`src/hdl/pfa_pkg.sv`:
```
// Package: shared codes, field widths and reset values of the partition allocator.
`default_nettype none
package pfa_pkg;
	localparam int REQ_W     = 20;
	localparam int IDX_W     = 6;
	localparam int STATUS_W  = 3;
	localparam int CFG_W     = 20;
	localparam int CFG_IDX_W = 2;

	typedef logic [STATUS_W-1:0] status_t;

	localparam status_t ST_OK     = 3'd0;
	localparam status_t ST_ZERO   = 3'd1;
	localparam status_t ST_NOFIT  = 3'd2;
	localparam status_t ST_FULL   = 3'd3;
	localparam status_t ST_BADIDX = 3'd4;

	localparam logic OP_ALLOC = 1'b0;
	localparam logic OP_FREE  = 1'b1;

	localparam logic [1:0] POL_FIRST = 2'd0;
	localparam logic [1:0] POL_BEST  = 2'd1;
	localparam logic [1:0] POL_WORST = 2'd2;
	// spare policy code, behaves as worst fit
	localparam logic [1:0] POL_SPARE = 2'd3;

	localparam logic [CFG_IDX_W-1:0] CFG_POLICY   = 2'd0;
	localparam logic [CFG_IDX_W-1:0] CFG_RESERVED = 2'd1;
	localparam logic [CFG_IDX_W-1:0] CFG_POOL     = 2'd2;
	localparam logic [CFG_IDX_W-1:0] CFG_BASE     = 2'd3;

	localparam logic [CFG_W-1:0] RESERVED_RST = 20'd40;
	localparam logic [CFG_W-1:0] POOL_RST     = 20'd600;
endpackage
`default_nettype wire

```
`src/hdl/pfa_if.sv`:
```
// Interfaces: request and response channels of the partition allocator.
`default_nettype none
interface pfa_req_if;
	logic                          valid;
	logic                          ready;
	logic                          opcode;
	logic [pfa_pkg::REQ_W-1:0]     request_size;
	logic [pfa_pkg::IDX_W-1:0]     part_index;
	modport source (output valid, opcode, request_size, part_index, input ready);
	modport sink   (input valid, opcode, request_size, part_index, output ready);
endinterface

interface pfa_rsp_if;
	logic                          valid;
	logic                          ready;
	logic [pfa_pkg::STATUS_W-1:0]  status;
	logic [pfa_pkg::IDX_W-1:0]     result_index;
	modport source (output valid, status, result_index, input ready);
	modport sink   (input valid, status, result_index, output ready);
endinterface
`default_nettype wire

```
`src/hdl/pfa_ram.sv`:
```
// Generic simple dual-port RAM: one write port, one read port with registered data.
`default_nettype none
module pfa_ram #(
	parameter int WIDTH = 8,
	parameter int DEPTH = 4
) (
	input  wire logic                     clk,
	input  wire logic                     we,
	input  wire logic [$clog2(DEPTH)-1:0] waddr,
	input  wire logic [WIDTH-1:0]         wdata,
	input  wire logic [$clog2(DEPTH)-1:0] raddr,
	output logic      [WIDTH-1:0]         rdata
);
	logic [WIDTH-1:0] mem [DEPTH];

	// write and registered read
	always_ff @(posedge clk) begin
		if (we) begin
			mem[waddr] <= wdata;
		end
		rdata <= mem[raddr];
	end
endmodule
`default_nettype wire

```
`src/hdl/partition_allocator_fit_top.sv`:
```
// Partition allocator: table in one RAM, scan for a fitting hole, shift on split/merge.
// Flow, from the request transfer to a valid response: allocate scans the table for a
//   hole and, on a split, shifts the later entries up and writes both halves; free reads
//   the left, middle and right entries and, on a merge, moves the later entries down.
//   A zero size or an out-of-range index answers without touching the table.
// Throughput: one request at a time, bounded by the single RAM read and write port.
// Reset and any register write rebuild entries 0 and 1 in states S_REB0 and S_REB1; no request
//   is taken meanwhile.
`default_nettype none
module partition_allocator_fit_top #(
	parameter int MAX_PARTITIONS = 64,
	parameter int ADDR_BITS      = 20
) (
	input  wire logic                             clk,
	input  wire logic                             arst_n,
	input  wire logic                             cfg_we,
	input  wire logic [pfa_pkg::CFG_IDX_W-1:0]    cfg_index,
	input  wire logic [pfa_pkg::CFG_W-1:0]        cfg_data,
	pfa_req_if.sink                               req,
	pfa_rsp_if.source                             rsp
);
	localparam int IW   = $clog2(MAX_PARTITIONS);
	localparam int CNTW = $clog2(MAX_PARTITIONS + 1);
	localparam int SW   = (ADDR_BITS > pfa_pkg::REQ_W) ? ADDR_BITS : pfa_pkg::REQ_W;
	localparam int XW   = (CNTW > pfa_pkg::IDX_W) ? CNTW : pfa_pkg::IDX_W;
	localparam logic [SW-1:0] AMASK = SW'((64'd1 << ADDR_BITS) - 64'd1);
	localparam logic [CNTW-1:0] MAXC = CNTW'(MAX_PARTITIONS);

	typedef struct packed {
		logic [ADDR_BITS-1:0] start;
		logic [SW-1:0]        size;
		logic                 used;
	} entry_t;

	typedef enum logic [3:0] {
		S_REB0, S_REB1, S_IDLE, S_SCAN, S_DEC, S_SHIFT, S_WRA, S_WRB,
		S_FR0, S_FR1, S_FR2, S_FDEC, S_DONE
	} state_t;

	state_t               state_q;
	logic [1:0]           policy_q;
	logic [pfa_pkg::CFG_W-1:0] reserved_q, pool_q, base_q;
	logic [CNTW-1:0]      count_q;
	logic [SW-1:0]        req_q;
	logic [CNTW-1:0]      idx_q;
	logic [CNTW-1:0]      scan_ptr_q;
	logic                 found_q;
	logic [CNTW-1:0]      cand_idx_q;
	entry_t               cand_q;
	entry_t               left_q, mid_q;
	logic [CNTW-1:0]      sh_ptr_q, sh_lim_q;
	logic                 sh_up_q, sh_two_q;
	logic                 rd_v_s1;
	logic [CNTW-1:0]      rd_idx_s1;
	pfa_pkg::status_t     res_status_q;
	logic [CNTW-1:0]      res_idx_q;
	logic                 out_v_q;
	pfa_pkg::status_t     out_status_q;
	logic [pfa_pkg::IDX_W-1:0] out_idx_q;

	logic                 ram_we;
	logic [IW-1:0]        ram_waddr, ram_raddr;
	entry_t               ram_wdata, ram_rdata;
	logic                 rd_issue;
	logic [CNTW-1:0]      rd_ptr;
	logic                 sh_more;
	logic                 in_xfer;
	logic                 eligible, take;
	logic                 free_bad;
	logic                 r_ok, l_free, r_free;
	logic [SW-1:0]        cfg_base_w, cfg_res_w;

	pfa_ram #(.WIDTH($bits(entry_t)), .DEPTH(MAX_PARTITIONS)) u_ram (
		.clk   (clk),
		.we    (ram_we),
		.waddr (ram_waddr),
		.wdata (ram_wdata),
		.raddr (ram_raddr),
		.rdata (ram_rdata)
	);

	assign in_xfer   = req.valid && req.ready;
	assign req.ready = (state_q == S_IDLE);
	assign rsp.valid        = out_v_q;
	assign rsp.status       = out_status_q;
	assign rsp.result_index = out_idx_q;

	assign cfg_base_w = SW'(base_q);
	assign cfg_res_w  = SW'(reserved_q);

	// free index check against the current table
	assign free_bad = (XW'(req.part_index) == '0) ||
		(XW'(req.part_index) >= XW'(count_q));

	// hole selection on the entry coming back from the RAM
	assign eligible = !ram_rdata.used && (ram_rdata.size >= req_q);
	always_comb begin
		take = 1'b0;
		if (eligible) begin
			if (!found_q) begin
				take = 1'b1;
			end else if (policy_q == pfa_pkg::POL_FIRST) begin
				take = 1'b0;
			end else if (policy_q == pfa_pkg::POL_BEST) begin
				take = ram_rdata.size < cand_q.size;
			end else begin
				take = ram_rdata.size > cand_q.size;
			end
		end
	end

	// neighbor state for a free
	assign r_ok   = (idx_q + CNTW'(1)) < count_q;
	assign l_free = !left_q.used;
	assign r_free = r_ok && !ram_rdata.used;

	assign sh_more = sh_up_q ? (sh_ptr_q > sh_lim_q) : (sh_ptr_q < sh_lim_q);

	// read address and issue
	always_comb begin
		rd_issue = 1'b0;
		rd_ptr   = '0;
		case (state_q)
			S_SCAN: begin
				rd_issue = scan_ptr_q < count_q;
				rd_ptr   = scan_ptr_q;
			end
			S_SHIFT: begin
				rd_issue = sh_more;
				rd_ptr   = sh_ptr_q;
			end
			S_FR0:   rd_ptr = idx_q - CNTW'(1);
			S_FR1:   rd_ptr = idx_q;
			S_FR2:   rd_ptr = idx_q + CNTW'(1);
			default: rd_ptr = '0;
		endcase
		ram_raddr = rd_ptr[IW-1:0];
	end

	// write port
	always_comb begin
		logic [CNTW-1:0] waddr_c;
		ram_we    = 1'b0;
		waddr_c   = '0;
		ram_wdata = '0;
		case (state_q)
			S_REB0: begin
				ram_we    = 1'b1;
				waddr_c   = '0;
				ram_wdata = '{ADDR_BITS'(cfg_base_w), cfg_res_w & AMASK, 1'b1};
			end
			S_REB1: begin
				ram_we    = 1'b1;
				waddr_c   = CNTW'(1);
				ram_wdata = '{ADDR_BITS'(cfg_base_w + cfg_res_w), SW'(pool_q) & AMASK, 1'b0};
			end
			S_DEC: begin
				ram_we    = found_q && (cand_q.size == req_q);
				waddr_c   = cand_idx_q;
				ram_wdata = '{cand_q.start, cand_q.size, 1'b1};
			end
			S_SHIFT: begin
				ram_we    = rd_v_s1;
				waddr_c   = sh_up_q ? (rd_idx_s1 + CNTW'(1)) :
					(rd_idx_s1 - (sh_two_q ? CNTW'(2) : CNTW'(1)));
				ram_wdata = ram_rdata;
			end
			S_WRA: begin
				ram_we    = 1'b1;
				waddr_c   = cand_idx_q;
				ram_wdata = '{cand_q.start, req_q, 1'b1};
			end
			S_WRB: begin
				ram_we    = 1'b1;
				waddr_c   = cand_idx_q + CNTW'(1);
				ram_wdata = '{ADDR_BITS'(SW'(cand_q.start) + req_q),
					(cand_q.size - req_q) & AMASK, 1'b0};
			end
			S_FDEC: begin
				ram_we = mid_q.used;
				if (l_free) begin
					waddr_c   = idx_q - CNTW'(1);
					ram_wdata = '{left_q.start,
						(left_q.size + mid_q.size + (r_free ? ram_rdata.size : '0)) & AMASK,
						1'b0};
				end else begin
					waddr_c   = idx_q;
					ram_wdata = '{mid_q.start,
						(mid_q.size + (r_free ? ram_rdata.size : '0)) & AMASK, 1'b0};
				end
			end
			default: ram_we = 1'b0;
		endcase
		ram_waddr = waddr_c[IW-1:0];
	end

	// control, configuration and registered response
	always_ff @(posedge clk or negedge arst_n) begin
		if (!arst_n) begin
			state_q    <= S_REB0;
			policy_q   <= pfa_pkg::POL_FIRST;
			reserved_q <= pfa_pkg::RESERVED_RST;
			pool_q     <= pfa_pkg::POOL_RST;
			base_q     <= '0;
			count_q    <= CNTW'(2);
			rd_v_s1    <= 1'b0;
			out_v_q    <= 1'b0;
			found_q    <= 1'b0;
		end else begin
			rd_v_s1   <= rd_issue;
			rd_idx_s1 <= rd_ptr;
			// response register: load from the done state, clear on a transfer
			if ((state_q == S_DONE) && !cfg_we && (!out_v_q || rsp.ready)) begin
				out_v_q <= 1'b1;
			end else if (rsp.ready) begin
				out_v_q <= 1'b0;
			end
			if (cfg_we) begin
				// register write rebuilds the table
				unique case (cfg_index)
					pfa_pkg::CFG_POLICY:   policy_q   <= cfg_data[1:0];
					pfa_pkg::CFG_RESERVED: reserved_q <= cfg_data;
					pfa_pkg::CFG_POOL:     pool_q     <= cfg_data;
					pfa_pkg::CFG_BASE:     base_q     <= cfg_data;
					default:               policy_q   <= policy_q;
				endcase
				state_q <= S_REB0;
			end else begin
				unique case (state_q)
					S_REB0: state_q <= S_REB1;
					S_REB1: begin
						count_q <= CNTW'(2);
						state_q <= S_IDLE;
					end
					S_IDLE: begin
						if (in_xfer) begin
							req_q   <= SW'(req.request_size);
							idx_q   <= CNTW'(req.part_index);
							res_idx_q <= '0;
							if (req.opcode == pfa_pkg::OP_ALLOC) begin
								if (req.request_size == '0) begin
									res_status_q <= pfa_pkg::ST_ZERO;
									state_q      <= S_DONE;
								end else begin
									scan_ptr_q <= '0;
									found_q    <= 1'b0;
									state_q    <= S_SCAN;
								end
							end else if (free_bad) begin
								res_status_q <= pfa_pkg::ST_BADIDX;
								state_q      <= S_DONE;
							end else begin
								state_q <= S_FR0;
							end
						end
					end
					S_SCAN: begin
						if (rd_issue) begin
							scan_ptr_q <= scan_ptr_q + CNTW'(1);
						end
						if (rd_v_s1 && take) begin
							found_q    <= 1'b1;
							cand_idx_q <= rd_idx_s1;
							cand_q     <= ram_rdata;
						end
						if (!rd_issue && !rd_v_s1) begin
							state_q <= S_DEC;
						end
					end
					S_DEC: begin
						if (!found_q) begin
							res_status_q <= pfa_pkg::ST_NOFIT;
							state_q      <= S_DONE;
						end else if (cand_q.size == req_q) begin
							res_status_q <= pfa_pkg::ST_OK;
							res_idx_q    <= cand_idx_q;
							state_q      <= S_DONE;
						end else if (count_q == MAXC) begin
							res_status_q <= pfa_pkg::ST_FULL;
							state_q      <= S_DONE;
						end else begin
							sh_up_q  <= 1'b1;
							sh_two_q <= 1'b0;
							sh_ptr_q <= count_q - CNTW'(1);
							sh_lim_q <= cand_idx_q;
							state_q  <= S_SHIFT;
						end
					end
					S_SHIFT: begin
						if (rd_issue) begin
							sh_ptr_q <= sh_up_q ? (sh_ptr_q - CNTW'(1)) :
								(sh_ptr_q + CNTW'(1));
						end
						if (!rd_issue && !rd_v_s1) begin
							state_q <= sh_up_q ? S_WRA : S_DONE;
						end
					end
					S_WRA: state_q <= S_WRB;
					S_WRB: begin
						count_q      <= count_q + CNTW'(1);
						res_status_q <= pfa_pkg::ST_OK;
						res_idx_q    <= cand_idx_q;
						state_q      <= S_DONE;
					end
					S_FR0: state_q <= S_FR1;
					S_FR1: begin
						left_q  <= ram_rdata;
						state_q <= S_FR2;
					end
					S_FR2: begin
						mid_q   <= ram_rdata;
						state_q <= S_FDEC;
					end
					S_FDEC: begin
						sh_up_q  <= 1'b0;
						sh_two_q <= l_free && r_free;
						sh_lim_q <= count_q;
						sh_ptr_q <= (l_free && !r_free) ? (idx_q + CNTW'(1)) :
							(idx_q + CNTW'(2));
						res_status_q <= mid_q.used ? pfa_pkg::ST_OK : pfa_pkg::ST_BADIDX;
						if (!mid_q.used || (!l_free && !r_free)) begin
							state_q <= S_DONE;
						end else begin
							count_q <= count_q - ((l_free && r_free) ? CNTW'(2) : CNTW'(1));
							state_q <= S_SHIFT;
						end
					end
					S_DONE: begin
						if (!out_v_q || rsp.ready) begin
							out_status_q <= res_status_q;
							out_idx_q    <= pfa_pkg::IDX_W'(res_idx_q);
							state_q      <= S_IDLE;
						end
					end
					default: state_q <= S_IDLE;
				endcase
			end
		end
	end

	// table size stays within its bounds
	a_count_range: assert property (@(posedge clk) disable iff (!arst_n)
		(count_q >= CNTW'(2)) && (count_q <= MAXC))
		else $error("entry count out of range");

	// no table writes while waiting for a request
	a_idle_no_write: assert property (@(posedge clk) disable iff (!arst_n)
		(state_q == S_IDLE) |-> !ram_we)
		else $error("RAM write while idle");

	// a zero-size allocate answers without touching the table
	a_zero_req: assert property (@(posedge clk) disable iff (!arst_n)
		(in_xfer && (req.opcode == pfa_pkg::OP_ALLOC) && (req.request_size == '0) && !cfg_we)
		|=> (state_q == S_DONE) && (res_status_q == pfa_pkg::ST_ZERO))
		else $error("zero-size allocate not rejected");

	// a split always grows the table by one
	a_split_grow: assert property (@(posedge clk) disable iff (!arst_n)
		(state_q == S_WRB) && !cfg_we |=> count_q == $past(count_q) + CNTW'(1))
		else $error("split did not grow the table");
endmodule
`default_nettype wire

```
`src/flat_wrapper.sv`:
```
// flat-port wrapper written by rule: the top's interface ports become plain ports
module partition_allocator_fit_top_flat 
#(
	parameter int MAX_PARTITIONS = 64,
	parameter int ADDR_BITS      = 20
)
  (clk, arst_n, cfg_we, cfg_index, cfg_data, req_valid, req_opcode, req_request_size, req_part_index, req_ready, rsp_valid, rsp_status, rsp_result_index, rsp_ready);
  pfa_req_if req_i ();
  pfa_rsp_if rsp_i ();
  input  wire logic clk;
  input  wire logic arst_n;
  input  wire logic cfg_we;
  input  wire logic [pfa_pkg::CFG_IDX_W-1:0] cfg_index;
  input  wire logic [pfa_pkg::CFG_W-1:0] cfg_data;
  input wire logic [$bits(req_i.valid)-1:0] req_valid;
  input wire logic [$bits(req_i.opcode)-1:0] req_opcode;
  input wire logic [$bits(req_i.request_size)-1:0] req_request_size;
  input wire logic [$bits(req_i.part_index)-1:0] req_part_index;
  output wire logic [$bits(req_i.ready)-1:0] req_ready;
  output wire logic [$bits(rsp_i.valid)-1:0] rsp_valid;
  output wire logic [$bits(rsp_i.status)-1:0] rsp_status;
  output wire logic [$bits(rsp_i.result_index)-1:0] rsp_result_index;
  input wire logic [$bits(rsp_i.ready)-1:0] rsp_ready;
  assign req_i.valid = req_valid;
  assign req_i.opcode = req_opcode;
  assign req_i.request_size = req_request_size;
  assign req_i.part_index = req_part_index;
  assign req_ready = req_i.ready;
  assign rsp_valid = rsp_i.valid;
  assign rsp_status = rsp_i.status;
  assign rsp_result_index = rsp_i.result_index;
  assign rsp_i.ready = rsp_ready;
  partition_allocator_fit_top #(.MAX_PARTITIONS(MAX_PARTITIONS), .ADDR_BITS(ADDR_BITS)) u_core (.clk(clk), .arst_n(arst_n), .cfg_we(cfg_we), .cfg_index(cfg_index), .cfg_data(cfg_data), .req(req_i), .rsp(rsp_i));
endmodule
```
`config.mk`:
```
export PLATFORM = sky130hd
export DESIGN_NAME = partition_allocator_fit_top_flat
export DESIGN_NICKNAME = d
export VERILOG_FILES = /design/src/hdl/pfa_pkg.sv /design/src/hdl/pfa_if.sv /design/src/hdl/pfa_ram.sv /design/src/hdl/partition_allocator_fit_top.sv /design/src/flat_wrapper.sv
export SDC_FILE = /design/constraint.sdc
export NUM_CORES = 2
export LEC_CHECK = 0
export BUFFER_PORTS_ARGS = -buffer_cell sky130_fd_sc_hd__buf_2
export CORE_ASPECT_RATIO = 0.8
export CORE_MARGIN = 2
export CORE_UTILIZATION = 50
export CTS_BUF_LIST = sky130_fd_sc_hd__clkbuf_4
export DETAILED_ROUTE_END_ITERATION = 10
export PLACE_DENSITY_LB_ADDON = 0.12
export SYNTH_ARGS = -nofsm -noshare
export SYNTH_HDL_FRONTEND = slang
export SYNTH_SLANG_ARGS = --single-unit
export TNS_END_PERCENT = 10
```
`constraint.sdc`:
```
create_clock -name clk -period 19.9 [get_ports clk]
set_input_delay 4.975 -clock clk [delete_from_list [all_inputs] [get_ports clk]]
set_output_delay 4.975 -clock clk [all_outputs]
set_load 0.02 [all_outputs]
```
; ---- Yosys cells after proc, flatten, opt, wreduce, memory -nomap -nowiden
; Memory sizes are Yosys's and may differ from the RTL's. A register that Yosys moved wholly into a read port is not among the register bits.
; Cells that the tools add are included.
[op_classes]
eq_ne = 36
reduce_logical = 53
multipliers = 0
shift = 0
n_bitwise = 1
mux = 78
n_addsub = 18
div = 0
magnitude_cmp = 8
[op_table]
columns = op, n
row1 = $pmux W41 S7, 1
row2 = $add A20 B20 Y20, 5
row3 = $mux W7, 14
row4 = $mux W4, 12
row5 = $pmux W4 S12, 1
row6 = $pmux W7 S3, 2
row7 = $mux W41, 1
row8 = $pmux W7 S5, 1
row9 = $mux W6, 5
row10 = $pmux W6 S5, 1
row11 = $pmux W7 S2, 2
row12 = $mux W3, 9
row13 = $add A7 B1 Y7 const B, 3
row14 = $lt A7 B7 Y1, 3
row15 = $reduce_and A7 Y1, 3
row16 = $eq A20 B20 Y1, 1
row17 = $eq A4 B4 Y1 const B, 5
row18 = $ge A20 B20 Y1, 1
row19 = $gt A20 B20 Y1, 1
row20 = $logic_not A20 Y1, 1
row21 = $lt A20 B20 Y1, 1
row22 = $mux W20, 1
row23 = $sub A20 B20 Y20, 1
row24 = $mux W1, 19
row25 = other kinds (41), 100
[word_totals]
out_inout_bits = 11
in_bits = 54
wordCells = 225
romBits = 0
n_memories = 1
register_bits = 279
ramBits = 2624
latch_bits = 0
[memory_table]
columns = memory, depth, word_bits, read_ports, rd_clocked_by_memory_dff, wr, line
row1 = u_core.u_ram.mem, 64, 41, 1, 1, 1, pfa_ram.sv:14  ; logic [WIDTH-1:0] mem [DEPTH];

; ---- Longest topological paths before layout
[logic_depth]
depth_word = 9
ltp_mapped = 23
mapped_depth_nobuf = 23

; ---- Modules after synthesis
; From an unflattened synthesis, not the netlist that was laid out.
[hier_totals]
cells_unflattened = 6086
area_unflattened_um2 = 120027.6
[modules_own_cells]
columns = module, seq_area_each_um2, area_each_um2, cells_per_inst, n_inst
row1 = pfa_ram, 79616.4, 100405.0, 4216, 1
row2 = partition_allocator_fit_top, 8006.4, 19622.6, 1870, 1

; ---- Least setup slack after synthesis
; Ideal clock, no wire load.
[synth_timing]
path_kind = input to register
start = input cfg_we
end = register u_core.cand_idx_q[0], enable pin
n_path_buf = 1
setup_time_ns = 0.453
path_stages = 3
required_ns = 19.447
arrival_time_ns = 7.436
setup_slack_ns = 12.011
cell_sequence = clkbuf_1 -> nand2b_1 -> a211oi_1
[synth_via]
elab_chain_len = 2
[synth_rtl]
columns = item, line
row1 = start: declaration, flat_wrapper.sv:12  ; input wire logic cfg_we;
row2 = $not A1 Y1 (no line), -
row3 = $reduce_and A4 Y1 (no line), -
row4 = end signal: assignment, partition_allocator_fit_top.sv:263  ; cand_idx_q <= rd_idx_s1;
row5 = end: declaration, partition_allocator_fit_top.sv:48  ; logic [CNTW-1:0] cand_idx_q;
; No other way between the ends.
; A chain may end at the register's enable or synchronous reset.

; ---- Worst setup path after layout
[layout_timing]
start = register u_core.state_q[0]
end = output req_ready
[layout_via]
elab_chain_len = 1
[layout_rtl]
columns = item, line
row1 = start: declaration, partition_allocator_fit_top.sv:40  ; state_t state_q;
row2 = start signal: assignment, partition_allocator_fit_top.sv:295  ; state_q <= sh_up_q ? S_WRA : S_DONE;
row3 = $eq A4 B2 Y1, partition_allocator_fit_top.sv:83  ; assign req.ready = (state_q == S_IDLE);
row4 = end: declaration, flat_wrapper.sv:19  ; output wire logic [$bits(req_i.ready)-1:0] req_ready;
; No other way between the ends.

==> flow_summary.toml <==
[setup_path]
crit_path_cell_trace = "buf_4 -> and2b_1 -> nand2_1 -> inv_1 -> buf_2"
criticalPathCategory = "reg -> out"
max_stage_delay_ps = 560
cp-end-kind = "output port"
cp_max_fo = 45
reg2reg_depth = 24
required_ps = 14930
crit_slowest_cell = "buf_4"
cp.arrival_ps = 2900
critPathLaunchType = "flip-flop"

[min_path]
hold-path-cell-count = 0
hold_class = "reg -> reg"

[die]
die_x_um = 418.8
die_y_um = 335.9
core_um2 = 136400
ios = 65
initial_core_util = 0.5046
rows = 121
dieArea_um2 = 140700

[sta]
hold_viol = 0
finClkSkew_ps = 143.8
finalMaxSlewViolations = 110
grt_setup_unrepaired = "no"
relSlewSlack = -0.05728
min_period_ps = 7874
maxClockFrequency_mhz = 127.0
fin_setup_tns_ps = 0
setup_viol = 0
fin_crit_sh = 0.3957
tightest_slew_ps = 1586

[grt]
grt_pass1_vias = 44703
grt_pass1_wl_um = 300700
overflow = 0
grt_antenna_before_repair = 8
grt_max_degree = 237
grt_use_total = 0.2908

[synth]
synth_edf_count = 1487
ys_types = 87
synth_seq_cells = 1564
syn_area_um2 = 68830
netlist_instances = 5239
yosys_most_used_dff = "edfxtp_1"
ys.warnings.count = 0
synthArstFlopShare = 0.03581
synth_nets = 5468
yosysSeqAreaShare = 0.6753
avgSynthCellArea_um2 = 13.14

[outcome]
failed_checks = "slew limit"
status = "complete, but fails checks"

[layout]
instances_no_fill = 7594
fill_cells = 11387
finish.utilization = 0.5579
syn_to_final_growth_pct = 10.56
drive_gt1_frac = 0.1675
finalNetCount = 5688

[detailed_routing]
vias_per_cell = 6.141
ant_nets = 0
firstDrtPassIters = 9
wl_per_cell_um = 27.07
routed_wl_um = 205500
first_iter_violations = 5452
drc = 0
vias = 46637

[clocking]
post_cts_buffers = 0
clk_pin_slew_ps = 70
post_cts_resized = 0
cts_tree = "built"
clockBufferDepth = 4
cts_htree_levels = 5
hold_buffers = 0
clockRootBuffer = "clkbuf_4"
clkLatencyLatePin_ps = 1390
cts_buffers = 401
cts_num_sinks = 1564

[flow_run]
maxCapViolations = 0

[placement]
gp_congestion = 0.9120
dp_cells = 6901
hpwl_um = 113200
port_buffers = 64

[power]
power_density_nw_per_um2 = 126.4
ir_drop_uv = 79.66
p_leak_nw = 26.40
-- final timing paths --
kind                                                 end                    from  slack (ps)
worst max-delay path                           req_ready       u_core.state_q[0]       12030
min in group asynchronous             u_core.policy_q[1]                  arst_n        3970
max in group asynchronous              u_core.state_q[1]                  arst_n       15330
worst min register to register      u_core.rsp.status[1]  u_core.res_status_q[1]         410
worst max register to register  u_core.u_ram.mem[13][20]         u_core.idx_q[0]       13120
worst min-delay path                u_core.rsp.status[1]  u_core.res_status_q[1]         410
-- metal layers --
metal	share of wire	global-route usage	vias to the layer above
li1	-	-	20807
met1	0.44	0.4347	23208
met2	0.44	0.4245	2279
met3	0.088	0.05569	343
met4	0.030	0.1042	0
met5	0	0	-
-- synth_stat cells, types with 15 or more instances --
| cell | n | area (um^2) |
|---|---|---|
| a211oi_1 | 337 | 2530 |
| a21o_1 | 54 | 405.4 |
| a21oi_1 | 268 | 1341 |
| a221oi_1 | 19 | 166.4 |
| a221oi_2 | 26 | 390.4 |
| a222oi_1 | 15 | 150.1 |
| a22oi_1 | 16 | 120.1 |
| a311oi_1 | 92 | 805.8 |
| a31oi_1 | 119 | 744.5 |
| a32oi_1 | 19 | 166.4 |
| and2_1 | 24 | 150.1 |
| and3_1 | 265 | 1658 |
| buf_2 | 114 | 570.6 |
| buf_4 | 32 | 240.2 |
| clkbuf_1 | 181 | 679.4 |
| dfrtp_1 | 49 | 1226 |
| dfxtp_1 | 21 | 420.4 |
| edfxtp_1 | 1487 | 44650 |
| fa_1 | 25 | 500.5 |
| ha_1 | 150 | 1877 |
| inv_1 | 96 | 360.4 |
| mux2_2 | 43 | 484.2 |
| mux2i_1 | 56 | 560.5 |
| nand2_1 | 878 | 3296 |
| nand2b_1 | 16 | 100.1 |
| nand3_1 | 72 | 360.4 |
| nand4_1 | 16 | 100.1 |
| nor2_1 | 183 | 686.9 |
| nor2b_1 | 21 | 131.4 |
| nor3_1 | 25 | 125.1 |
| nor4_1 | 15 | 93.84 |
| o21a_1 | 15 | 112.6 |
| o21ai_0 | 148 | 740.7 |
| o221ai_1 | 16 | 140.1 |
| o22ai_1 | 33 | 206.5 |
| o32ai_1 | 38 | 332.8 |
| or3_1 | 24 | 150.1 |
| xnor2_1 | 54 | 473.0 |
| xor2_1 | 34 | 297.8 |
-- cell usage in the layout (no fill, tap or decap), drive strengths merged, types with 16 or more instances in the layout --
| cell | count |
|---|---|
| or3 | 24 |
| a32oi | 19 |
| a311oi | 92 |
| edfxtp | 1487 |
| nand3 | 72 |
| dfxtp | 21 |
| dfrtp | 49 |
| o221ai | 16 |
| fa | 25 |
| nand4 | 16 |
| a21oi | 269 |
| and2 | 26 |
| o32ai | 38 |
| o22ai | 33 |
| a211oi | 337 |
| ha | 150 |
| clkbuf | 584 |
| o21ai | 159 |
| buf | 170 |
| a21o | 54 |
| inv | 109 |
| and3 | 265 |
| nand2b | 17 |
| a31oi | 119 |
| nor2b | 21 |
| xor2 | 34 |
| xnor2 | 54 |
| mux2i | 56 |
| mux2 | 43 |
| nor3 | 26 |
| nand2 | 880 |
| a221oi | 45 |
| nor2 | 186 |
| clkinv | 89 |
| a22oi | 16 |
-- per-stage QoR --
stage	hold slack (ps)	total power (W)	worst slack (ps)	area, um^2
after floorplan	400.3	0.005896	12010	68830
after global placement	404.5	0.006983	12700	71310
after detailed placement	404.5	0.007018	12740	71310
after CTS	413.3	0.009628	11940	76070
after global routing	420.8	0.01001	11840	76090
final	414.3	0.009620	12030	76100
-- flip-flops by register name, summed over array words and instances (netlist names), 20 cells and up --
register / cells
u_core.cand_q: 20
u_core.pool_q: 20
u_core.cfg_res_w: 20
u_core.mid_q: 21
u_core.req_q: 20
u_core.u_ram.rdata: 21
u_core.u_ram.mem: 1344
u_core.left_q: 21
-- logic make-up after synthesis --
kind of cell,synth area share
AOI/OAI and AO/OA,0.1307
xor gates and xnor gates,0.01120
adders and majority gates,0.03454
buffers and inverters,0.03023
DFF,0.6753
muxes,0.01518
and+or+nand+nor,0.1028
-- critical path, delay by kind of cell (launching register included) --
family / cells / cell delay (ps)
buf+inv: 3 / 880
flops: 1 / 350
simple gates: 2 / 420
-- where the power goes --
group | switching, W | internal [W] | leakage [nW] | total [W]
clock | 0.00129 | 0.00133 | 2.88 | 0.00262
combinational | 0.00195 | 0.000604 | 9.16 | 0.00255
sequential | 0.000104 | 0.00434 | 14.4 | 0.00444
total | 0.00334 | 0.00628 | 26.4 | 0.00962
-- cell type report --
cell class              instances  area (um^2)  share of cell area
flip-flops and latches       1564        46490              0.6108
multi-input cells            3221        20940              0.2751
clock buffers                 584         4384             0.05761
well taps                    1845         2308             0.03033
repair buffers                170         1166             0.01532
inverters                     101        411.6            0.005409
clock inverters                98        380.4            0.004998
diodes                         11        27.53           0.0003617
Power figures use the tool's default switching activity.
